File: src/hw/rtl/integer_polynomial_arith_unit_top_defines.svh
// assertion macros for the integer polynomial arithmetic unit
// used by integer_polynomial_arith_unit_top; needs i_clk and i_rst_n in scope
`ifndef INTEGER_POLYNOMIAL_ARITH_UNIT_TOP_DEFINES_SVH
`define INTEGER_POLYNOMIAL_ARITH_UNIT_TOP_DEFINES_SVH

// same-cycle implication under reset
`define IPA_ASSERT_IMP(lbl, ante, cons, msg) \
    lbl: assert property (@(posedge i_clk) disable iff (!i_rst_n) (ante) |-> (cons)) \
        else $error(msg);

// next-cycle implication under reset
`define IPA_ASSERT_NXT(lbl, ante, cons, msg) \
    lbl: assert property (@(posedge i_clk) disable iff (!i_rst_n) (ante) |=> (cons)) \
        else $error(msg);

`endif

File: src/hw/rtl/intpa_pkg.sv
// shared types and constants for the integer polynomial arithmetic unit
// no dependencies
package intpa_pkg;

    localparam int MAX_DEGREE = 31;
    localparam int COEF_W     = 32;
    localparam int DEG_W      = 5;
    localparam int IDX_W      = 6;
    localparam int CFG_IDX_W  = 2;

    localparam logic [CFG_IDX_W-1:0] CFG_OPERATION = 2'd0;
    localparam logic [CFG_IDX_W-1:0] CFG_DEGREE_A  = 2'd1;
    localparam logic [CFG_IDX_W-1:0] CFG_DEGREE_B  = 2'd2;

    typedef enum logic [1:0] {
        OP_ADD,
        OP_SUB,
        OP_MUL,
        OP_DIV
    } t_op;

    typedef enum logic [1:0] {
        ST_OK,
        ST_DIV0,
        ST_INEXACT
    } t_status;

    typedef enum logic [4:0] {
        S_IDLE,
        S_AS_RD,
        S_AS_EMIT,
        S_MUL_INIT,
        S_MUL_RD,
        S_MUL_MUL,
        S_MUL_ACC,
        S_MUL_EMIT,
        S_DIV_LEAD,
        S_DIV_CHK,
        S_CP_RD,
        S_CP_WR,
        S_DV_RD,
        S_DV_START,
        S_DV_WAIT,
        S_SUB_RD,
        S_SUB_MUL,
        S_SUB_WR,
        S_Q_RD,
        S_Q_EMIT,
        S_ZERO
    } t_state;

endpackage

File: src/hw/rtl/intpa_div.sv
// iterative signed divider, one quotient bit per cycle, truncating
// depends on intpa_pkg
module intpa_div
    import intpa_pkg::*;
(
    input  logic              i_clk,
    input  logic              i_rst_n,
    input  logic              i_start,
    input  logic [COEF_W-1:0] i_num,
    input  logic [COEF_W-1:0] i_den,
    output logic              o_done,
    output logic              o_inexact,
    output logic [COEF_W-1:0] o_quot
);

    localparam int CNT_W = $clog2(COEF_W);

    logic              r_busy;
    logic              r_done;
    logic [CNT_W-1:0]  r_cnt;
    logic [COEF_W-1:0] r_q;
    logic [COEF_W-1:0] r_den;
    logic [COEF_W-1:0] r_rem;
    logic              r_neg;
    logic [COEF_W:0]   w_shift;
    logic [COEF_W:0]   w_diff;

    assign w_shift = {r_rem, r_q[COEF_W-1]};
    assign w_diff  = w_shift - {1'b0, r_den};

    always_ff @(posedge i_clk) begin
        if (!i_rst_n) begin
            r_busy <= 1'b0;
            r_done <= 1'b0;
            r_cnt  <= '0;
        end else begin
            r_done <= 1'b0;
            if (i_start) begin
                r_busy <= 1'b1;
                r_cnt  <= CNT_W'(COEF_W - 1);
            end else if (r_busy) begin
                r_cnt <= r_cnt - 1'b1;
                if (r_cnt == '0) begin
                    r_busy <= 1'b0;
                    r_done <= 1'b1;
                end
            end
        end
    end

    // magnitudes in, restoring steps on the magnitude
    always_ff @(posedge i_clk) begin
        if (i_start) begin
            r_q   <= i_num[COEF_W-1] ? (COEF_W'(0) - i_num) : i_num;
            r_den <= i_den[COEF_W-1] ? (COEF_W'(0) - i_den) : i_den;
            r_rem <= '0;
            r_neg <= i_num[COEF_W-1] ^ i_den[COEF_W-1];
        end else if (r_busy) begin
            if (!w_diff[COEF_W]) begin
                r_rem <= w_diff[COEF_W-1:0];
                r_q   <= {r_q[COEF_W-2:0], 1'b1};
            end else begin
                r_rem <= w_shift[COEF_W-1:0];
                r_q   <= {r_q[COEF_W-2:0], 1'b0};
            end
        end
    end

    assign o_done    = r_done;
    assign o_inexact = (r_rem != '0);
    assign o_quot    = r_neg ? (COEF_W'(0) - r_q) : r_q;

endmodule

File: config.mk
export PLATFORM = sky130hd
export DESIGN_NAME = intpa_div
export DESIGN_NICKNAME = d
export VERILOG_FILES = /design/src/hw/rtl/integer_polynomial_arith_unit_top_defines.svh /design/src/hw/rtl/intpa_pkg.sv /design/src/hw/rtl/intpa_div.sv
export SDC_FILE = /design/constraint.sdc
export NUM_CORES = 1
export LEC_CHECK = 0
export BUFFER_PORTS_ARGS = -buffer_cell sky130_fd_sc_hd__buf_2
export CAP_MARGIN = 10
export CORE_ASPECT_RATIO = 1.75
export CORE_MARGIN = 2
export CORE_UTILIZATION = 30
export CTS_CLUSTER_SIZE = 25
export DETAILED_ROUTE_END_ITERATION = 7
export GPL_TIMING_DRIVEN = 0
export PLACE_DENSITY = 0.5
export SLEW_MARGIN = 10
export SYNTH_ARGS = -nofsm -noshare
export SYNTH_HDL_FRONTEND = slang
export SYNTH_SLANG_ARGS = --single-unit
export TNS_END_PERCENT = 10
File: constraint.sdc
create_clock -name i_clk -period 3.3 [get_ports i_clk]
set_input_delay 0.825 -clock i_clk [delete_from_list [all_inputs] [get_ports i_clk]]
set_output_delay 0.825 -clock i_clk [all_outputs]
set_load 0.02 [all_outputs]
==> results of run 1 <==
[through the flow]
| step | total power, mW | hold slack, ns | area [sq um] | std cells |
|---|---|---|---|---|
| 2_1_floorplan | 2.51 | 0.465 | 8110 | 956 |
| 3_3_place_gp | 2.94 | 0.525 | 9020 | 1380 |
| 3_5_place_dp | 2.94 | 0.530 | 9020 | 1380 |
| 4_1_cts | 4.07 | 0.516 | 9490 | 1399 |
| 5_1_grt | 4.31 | 0.527 | 9640 | 1405 |
| 6_report | 4.08 | 0.511 | 9640 | 1405 |
[how the worst min path moves through the flow]
| stage | end | slack (ns) | cells after the start |
|---|---|---|---|
| final | r_rem[14]$_SDFFE_PP0P_ | 0.51 | 2 |
| after global routing | r_rem[14]$_SDFFE_PP0P_ | 0.53 | 2 |
| after CTS | r_rem[14]$_SDFFE_PP0P_ | 0.52 | 2 |
| after detailed placement | r_rem[2]$_SDFFE_PP0P_ | 0.53 | 2 |
| after global placement | r_rem[7]$_SDFFE_PP0P_ | 0.52 | 2 |
| after floorplan | r_rem[15]$_SDFFE_PP0P_ | 0.46 | 2 |
[repair_timing]
action | 4_1_cts | 5_1_grt
hold buffers | 0 | 0
pin swaps | 5 | 3
buffers inserted | 3 | 6
gates resized for setup | 35 | 33
setup endpoints to repair | 51 | 51
[cells in the final DEF, fill, tap and decap left out, types with 21 or more instances in the layout]
cell and n:
a21oi_1 74, buf_2 93, clkbuf_1 38, dfxtp_1 37, edfxtp_1 65, ha_1 37, inv_1 49, nand2_1 90
nand3_1 21, nand4_1 23, nor2_1 73, o21ai_0 54, o31ai_1 21, xnor2_1 74, xor2_1 40
[worst max-delay path: stages, from the launching register on]
cell and delay (ns):
edfxtp_1 0.43, inv_2 0.08, ha_1 0.15, nand2b_1 0.08, nor2_1 0.09, nand2_1 0.07
or2_4 0.25, or4_4 0.48, or3b_4 0.42, o31ai_4 0.21, xnor2_2 0.14, buf_4 0.15
[power by group]
part	internal (mW)	switching [mW]	total, mW
clock network	0.531	0.560	1.09
registers	1.53	0.126	1.65
logic	0.527	0.806	1.33
total	2.58	1.49	4.08
[layer usage]
layer	up-vias	wire length, microns
li1	3753	-
met1	3565	9550
met2	192	14700
met3	44	711
met4	0	1130
met5	-	0
[synth_stat cells, drive strengths merged (18+ instances only)]
cell | instances | area [sq um]
nor2 | 75 | 284
nand3 | 21 | 105
a21o | 20 | 150
nand2 | 91 | 342
nand4 | 23 | 144
nor4 | 18 | 128
o21ai | 59 | 295
xnor2 | 75 | 657
inv | 51 | 191
clkbuf | 41 | 154
xor2 | 40 | 350
nor3 | 19 | 106
dfxtp | 39 | 781
o31ai | 28 | 210
a21oi | 75 | 375
ha | 37 | 463
edfxtp | 65 | 1950
[layout make-up]
| class | instances | area share (%) |
|---|---|---|
| multi-input combinational | 752 | 54.1 |
| sequential | 104 | 28.4 |
| timing repair buffer | 109 | 6.10 |
| tap | 324 | 4.21 |
| clock buffer | 9 | 2.34 |
| buffer | 48 | 2.17 |
| inverter | 52 | 2.03 |
| clock inverter | 7 | 0.649 |
[sequential cells by signal, summed over array words and instances (netlist names)]
name,count
o_done,1
r_busy,1
r_cnt,5
r_den,32
r_neg,1
r_q,32
r_rem,32
[cells by family after synthesis]
group                      count (synthesis)  synth area share, %
DFF                                      104                 33.8
AOI/OAI and AO/OA                        269                 21.8
adders and majority gates                 38                 5.97
muxes                                      4                0.573
xor gates and xnor gates                 115                 12.5
and+or+nand+nor                          326                 20.6
buffers and inverters                    100                 4.75
==> results.json, run 1 <==
{
  "clkTransAtPathRegs_ns": 0.08,
  "wire_per_inst_microns": 18.6,
  "synth_edf_count": 65,
  "worstSetupPathType": "register to output pin",
  "clkLatencyLatePin_ns": 0.37,
  "violations": "setup timing",
  "finalSetupTns_ns": -4.21,
  "place_hpwl_mm": 20.9,
  "portBuffers": 100,
  "startpoint": "r_q[1]$_DFFE_PP_",
  "mappedNetlistNets": 1061,
  "tightest_slew_ns": 0.972,
  "grt_remaining_overflow": 0,
  "finalClockSkew_ns": 0.0118,
  "synth_seq_cells": 104,
  "leakagePower_nw": 3.73,
  "finalHoldViolations": 0,
  "status": "finished, violations left",
  "grt_pass1_wl_mm": 40.8,
  "initial_utilization_pct": 30.4,
  "ys_types": 65,
  "drive_gt1_share_pct": 17.5,
  "grt_use_met1_pct": 18.9,
  "syn2layout_area_growth_pct": 19.2,
  "cts-buffers-inserted": 9,
  "die_w_microns": 128,
  "cts.sinks": 104,
  "reg2regPathDepth": 11,
  "dr.pass1.iters": 5,
  "fin_crit_sh_pct": 113,
  "cap_violations": 0,
  "rrSetupSlack_ns": 0,
  "fillers": 2764,
  "viasPerCell": 5.38,
  "grt_usage_pct": 18.4,
  "dp_slack_ns": -0.825,
  "reg2reg_from": "r_den[13]$_DFFE_PP_",
  "hp-start": "r_rem[14]$_SDFFE_PP0P_",
  "grt_pass1_vias": 7639,
  "ff_latch_area_sq_um": 2740,
  "report.final.slew_viol_count": 0,
  "antennaDiodeCount": 0,
  "wirelength_mm": 26.1,
  "antenna_found_initial": 0,
  "fin_crit_ns": 3.74,
  "cp.arrival_ns": 2.91,
  "finalSetupViolations": 19,
  "grt_use_met3_pct": 1.98,
  "startpoint_type": "register",
  "worst_slew_margin_rel_pct": 35.0,
  "drtAntennaViolNets": 0,
  "nNetsFinal": 1181,
  "cts.path.max_buffers": 2,
  "final_core_util_pct": 36.2,
  "hold_path_class": "register to register",
  "cts_tree": "done",
  "crit_end": "o_quot[22]",
  "top_usage_layer": "met2",
  "yosysWarningCount": 0,
  "die_area_sq_um": 28300,
  "avgSynthCellArea_sq_um": 8.46,
  "synth_area_sq_um": 8080,
  "grt_util_met2_pct": 36.1,
  "dr_total_vias": 7554,
  "die_h_microns": 221,
  "cts.root.buffer_cell": "clkbuf_16",
  "worstPathRequired_ns": 2.47,
  "postSynthCellCount": 956,
  "timing.final.ws_setup_ns": -0.440,
  "synth-seq-area-share_pct": 33.8,
  "drt_iter0_drc": 407,
  "grt_max_degree": 37,
  "async_flop_share_pct": 0,
  "io_pins": 101,
  "synthFlopType": "edfxtp_1",
  "globalplace.congestion": 0.879,
  "drc": 0,
  "multiInputGateArea_sq_um": 5220,
  "power_density_nw_per_um2": 423,
  "timing.rr.end": "r_q[0]$_DFFE_PP_",
  "crit_path_max_fanout": 6,
  "row_count": 79,
  "htree_levels": 3,
  "core_area_sq_um": 26600,
  "end_kind": "output pin",
  "peakVddDrop_v": 0.000248,
  "max_freq_mhz": 267,
  "rsz0062_at_grt": "yes"
}
Power figures use the tool's default switching activity.
==> run 2: changes to the inputs <==
==> constraint.sdc (replaced) <==
create_clock -name i_clk -period 3 [get_ports i_clk]
set_input_delay 0.75 -clock i_clk [delete_from_list [all_inputs] [get_ports i_clk]]
set_output_delay 0.75 -clock i_clk [all_outputs]
set_load 0.02 [all_outputs]
==> results.json, run 2 (same netlist as run 1, synthesis figures left out) <==
{
  "tightest_slew_ns": 0.908,
  "syn2layout_area_growth_pct": 22.2,
  "rsz0062_at_grt": "yes",
  "rrSetupSlack_ns": -0.23,
  "grt_pass1_wl_mm": 41.6,
  "cts-buffers-inserted": 9,
  "die_w_microns": 128,
  "drtAntennaViolNets": 0,
  "die_h_microns": 221,
  "cp.arrival_ns": 2.98,
  "dr_total_vias": 7732,
  "max_freq_mhz": 268,
  "portBuffers": 100,
  "viasPerCell": 5.46,
  "hold_path_class": "register to register",
  "antennaDiodeCount": 0,
  "grt_max_degree": 37,
  "startpoint_type": "register",
  "io_pins": 101,
  "final_common_cell": "nand2_1",
  "worstPathRequired_ns": 2.25,
  "die_area_sq_um": 28300,
  "dr.pass1.iters": 5,
  "finalHoldViolations": 0,
  "worstSetupPathType": "register to output pin",
  "timing.final.ws_setup_ns": -0.734,
  "wire_per_inst_microns": 19.3,
  "leakagePower_nw": 3.85,
  "end_kind": "output pin",
  "finalSetupTns_ns": -16.06,
  "nNetsFinal": 1193,
  "drive_gt1_share_pct": 19.8,
  "grt_usage_pct": 19.2,
  "drc": 0,
  "fin_crit_ns": 3.73,
  "finalSetupViolations": 60,
  "reg_top3": "r_den x32, r_q x32, r_rem x32",
  "power_density_nw_per_um2": 470,
  "globalplace.congestion": 0.916,
  "grt_remaining_overflow": 0,
  "antenna_found_initial": 0,
  "cap_violations": 0,
  "cts.sinks": 104,
  "clkTransAtPathRegs_ns": 0.08,
  "violations": "setup timing",
  "peakVddDrop_v": 0.000316,
  "cts.root.buffer_cell": "clkbuf_16",
  "finalClockSkew_ns": 0.0168,
  "initial_utilization_pct": 30.4,
  "dp_slack_ns": -1.19,
  "worst_slew_margin_rel_pct": 39.5,
  "row_count": 79,
  "clkLatencyLatePin_ns": 0.38,
  "cts_tree": "done",
  "wirelength_mm": 27.4,
  "drt_iter0_drc": 346,
  "crit_path_max_fanout": 4,
  "cts.path.max_buffers": 2,
  "fin_crit_sh_pct": 124,
  "core_area_sq_um": 26600,
  "htree_levels": 3,
  "place_hpwl_mm": 21.3,
  "layout_common_cells": "90 x nand2_1, 89 x buf_2, 74 x a21oi_1, 74 x xnor2_1, 73 x nor2_1",
  "grt_pass1_vias": 7690,
  "report.final.slew_viol_count": 0,
  "status": "finished, violations left"
}
==> run 2: layout make-up <==
| class | count | area [sq um] |
|---|---|---|
| fill | 2801 | 16700 |
| multi-input combinational | 752 | 5290 |
| sequential | 104 | 2730 |
| timing repair buffer | 122 | 711 |
| tap | 324 | 405 |
| clock buffer | 14 | 307 |
| buffer | 47 | 225 |
| inverter | 52 | 195 |
| clock inverter | 2 | 17.5 |
==> run 2: critical path: stages (launching register included) <==
cell	delay [ns]
edfxtp_1	0.46
inv_2	0.09
ha_2	0.16
nand2b_1	0.07
nor2_1	0.08
nand2_1	0.08
or2_4	0.26
or4_4	0.46
or3b_4	0.41
o31ai_4	0.25
xnor2_2	0.13
buf_4	0.15
==> run 2: path summary, 6_finish.rpt <==
| kind | start | to | cells past startpoint |
|---|---|---|---|
| worst max-delay path | r_q[1]$_DFFE_PP_ | o_quot[22] | 11 |
| worst min register to register | r_rem[14]$_SDFFE_PP0P_ | r_rem[14]$_SDFFE_PP0P_ | 2 |
| worst min-delay path | r_rem[14]$_SDFFE_PP0P_ | r_rem[14]$_SDFFE_PP0P_ | 2 |
| worst max register to register | r_rem[22]$_SDFFE_PP0P_ | r_rem[26]$_SDFFE_PP0P_ | 10 |
==> run 2: timing repair <==
item / CTS / global route
setup endpoints to repair: 64 / 128
buffers inserted: 15 / 6
gates cloned: 1 / 0
resized for setup: 76 / 25
pin swaps: 24 / 6
hold buffers: 0 / 0
==> run 2: per-layer routing <==
metal / track usage, % / vias up / wire (microns)
met5: 0 / - / 0
met4: 11.9 / 0 / 1750
met3: 2.47 / 68 / 801
met2: 37.2 / 182 / 15200
met1: 18.6 / 3689 / 9680
li1: - / 3793 / -
==> run 2: report_power, final <==
group / internal (mW) / switching (mW) / leakage [nW]
Combinational: 0.602 / 0.911 / 2.74
Sequential: 1.68 / 0.146 / 0.957
Clock: 0.714 / 0.588 / 0.159
Total: 3.00 / 1.64 / 3.85
==> run 2: metrics by stage <==
stage	util, %	power [mW]	cell area (sq um)	hold slack (ns)	instances
final	37.2	4.64	9880	0.535	1417
after global routing	37.2	4.88	9880	0.562	1417
after CTS	36.7	4.65	9750	0.536	1411
after detailed placement	33.9	3.25	9020	0.528	1380
after global placement	33.9	3.25	9020	0.513	1380
after floorplan	-	2.76	8110	0.465	956
==> run 3: changes to the inputs <==
--- a/config.mk
+++ b/config.mk
@@ -5,6 +5,7 @@
 export SDC_FILE = /design/constraint.sdc
 export NUM_CORES = 1
 export LEC_CHECK = 0
+export ABC_AREA = 1
 export BUFFER_PORTS_ARGS = -buffer_cell sky130_fd_sc_hd__buf_2
 export CAP_MARGIN = 10
 export CORE_ASPECT_RATIO = 1.75
==> results.json, run 3 <==
{
  "finalClockSkew_ns": 0.0204,
  "critical_path_depth": 12,
  "die_area_sq_um": 32800,
  "io_pins": 101,
  "wirelength_mm": 33.0,
  "clkTransAtPathRegs_ns": 0.07,
  "final_cells": 2016,
  "reg2regPathDepth": 18,
  "die_w_microns": 138,
  "max_freq_mhz": 338,
  "fin_crit_sh_pct": 98.6,
  "hold_path_class": "register to register",
  "synth_edf_count": 65,
  "rsz0062_at_grt": "yes",
  "cts.sinks": 104,
  "mappedNetlistNets": 1597,
  "grt_pass1_vias": 9723,
  "path_buf_inv": 4,
  "layout_common_cells": "487 x nand2_1, 290 x inv_1, 105 x nor2_1",
  "cts-buffers-inserted": 9,
  "tightest_slew_ns": 0.832,
  "synth.area.top_cells": "edfxtp_1 21%, nand2_1 20%, inv_1 12%",
  "antenna_found_initial": 6,
  "grt_max_degree": 36,
  "place_hpwl_mm": 28.1,
  "critPathMaxStageDelay_ns": 0.41,
  "core_area_sq_um": 30800,
  "synthFlopType": "edfxtp_1",
  "syn2layout_area_growth_pct": 18.2,
  "yosysMostFrequentCell": "nand2_1",
  "peakVddDrop_v": 0.000287,
  "grt_usage_pct": 21.0,
  "synth_top_cell_by_area": "edfxtp_1",
  "cp.arrival_ns": 2.21,
  "synth_common_cells": "493 x nand2_1, 299 x inv_1, 115 x nor2_1, 108 x nand3_1",
  "synth_area_sq_um": 9390,
  "whs_ns": 0.473,
  "fin_crit_ns": 2.96,
  "worstPathRequired_ns": 2.25,
  "min_path_cells": 2,
  "status": "completed",
  "postSynthCellCount": 1492,
  "drt_iter0_drc": 476,
  "nNetsFinal": 1722,
  "clkLatencyLatePin_ns": 0.39,
  "globalplace.congestion": 1.03,
  "cts.path.max_buffers": 2,
  "drc": 0,
  "crit_chain": "inv_2, nand2_2, nor2_4, nand3_4, inv_2, nand4_1, buf_6, nor2_4, nand4_1, nand2_1, xor2_1, buf_4",
  "worst_slew_margin_rel_pct": 44.5,
  "die_h_microns": 238,
  "place_inst": 1981,
  "drive_gt1_share_pct": 13.2,
  "dr.pass1.iters": 7,
  "dr_total_vias": 9464,
  "synth_seq_cells": 104,
  "cp_slowest_cell": "edfxtp_1",
  "finalHoldViolations": 0,
  "finalSetupViolations": 0,
  "ff_latch_area_sq_um": 2730,
  "htree_levels": 3,
  "synth-seq-area-share_pct": 29.1,
  "cap_violations": 0,
  "leakagePower_nw": 5.80,
  "report.final.slew_viol_count": 0,
  "fillers": 3440,
  "portBuffers": 98,
  "crit_path_max_fanout": 4,
  "initial_utilization_pct": 30.5,
  "cts_tree": "done",
  "grt_pass1_wl_mm": 51.3,
  "ys_types": 41,
  "power_density_nw_per_um2": 385,
  "final_common_cell": "nand2_1",
  "async_flop_share_pct": 0,
  "row_count": 85,
  "avgSynthCellArea_sq_um": 6.30,
  "reg_top3": "r_den x32, r_q x32, r_rem x32",
  "yosysWarningCount": 0,
  "worstSetupPathType": "register to output pin",
  "cp_top_family": "simple AND/OR/NAND/NOR gates",
  "startpoint_type": "register",
  "finalSetupTns_ns": 0,
  "placed_area_sq_um": 10400,
  "yosys.area.top_type_share_pct": 20.8,
  "multiInputGateArea_sq_um": 5610,
  "fin_area_sq_um": 11100,
  "end_kind": "output pin",
  "drtAntennaViolNets": 0,
  "cts.root.buffer_cell": "clkbuf_16",
  "viasPerCell": 4.69,
  "grt_remaining_overflow": 0,
  "wire_per_inst_microns": 16.4
}
-- run 3: repair_timing --
item	CTS	global route
hold endpoints to repair	0	0
hold buffers	0	0
endpoints found under the setup margin	15	46
buffers inserted	11	5
gates resized for setup	55	33
pin swaps	14	13
-- run 3: path summary, 6_finish.rpt --
kind	from	end	slack, ns
worst max-delay path	r_q[3]$_DFFE_PP_	o_quot[24]	0.04
worst min-delay path	r_rem[24]$_SDFFE_PP0P_	r_rem[24]$_SDFFE_PP0P_	0.47
worst max register to register	r_q[31]$_DFFE_PP_	r_rem[26]$_SDFFE_PP0P_	0.18
worst min register to register	r_rem[24]$_SDFFE_PP0P_	r_rem[24]$_SDFFE_PP0P_	0.47
-- run 3: cell families (layout without fill, tap and decap cells) --
family / after synthesis / in the layout / synth area share, %
AND/OR/NAND/NOR: 810 / 810 / 36.7
XOR/XNOR: 93 / 93 / 8.67
AO/OA/AOI/OAI: 115 / 115 / 6.66
flip-flops: 104 / 104 / 29.1
buffers and inverters: 332 / 462 / 13.7
adder cells (fa/ha/maj): 38 / 38 / 5.14
other: 0 / 3 / 0
-- run 3: worst min-delay path, cell delays in order (launching register included) --
cell and delay (ns):
dfxtp_1 0.32, nand2_1 0.06, nand2_1 0.05
-- run 3: final cells by class --
| type | instances | area share [%] |
|---|---|---|
| sequential | 104 | 24.6 |
| inverter | 303 | 10.3 |
| clock inverter | 4 | 0.451 |
| tap | 391 | 4.41 |
| multi-input combinational | 1056 | 50.5 |
| timing repair buffer | 114 | 5.87 |
| antenna | 3 | 0.0676 |
| clock buffer | 12 | 2.41 |
| buffer | 29 | 1.39 |
-- run 3: layer usage --
layer | global-route usage, % | vias to the layer above | wire length [microns]
met4 | 11.5 | 6 | 1810
li1 | - | 4889 | -
met5 | 0 | - | 41
met3 | 2.80 | 79 | 811
met1 | 18.2 | 4315 | 11000
met2 | 43.6 | 175 | 19300
-- run 3: through the flow --
step	power [mW]	setup slack [ns]	utilization, %
floorplan	2.47	0.522	-
global placement	2.89	-0.659	33.6
detailed placement	2.89	-0.268	33.6
CTS	4.27	-0.0149	35.5
global route	4.48	-0.0546	36.0
finish	4.27	0.0425	36.0
-- run 3: power by group --
group,switching (mW),leakage (nW),internal [mW]
Combinational,0.814,4.68,0.413
Clock,0.584,0.158,0.722
Sequential,0.0778,0.967,1.66
Total,1.48,5.80,2.79
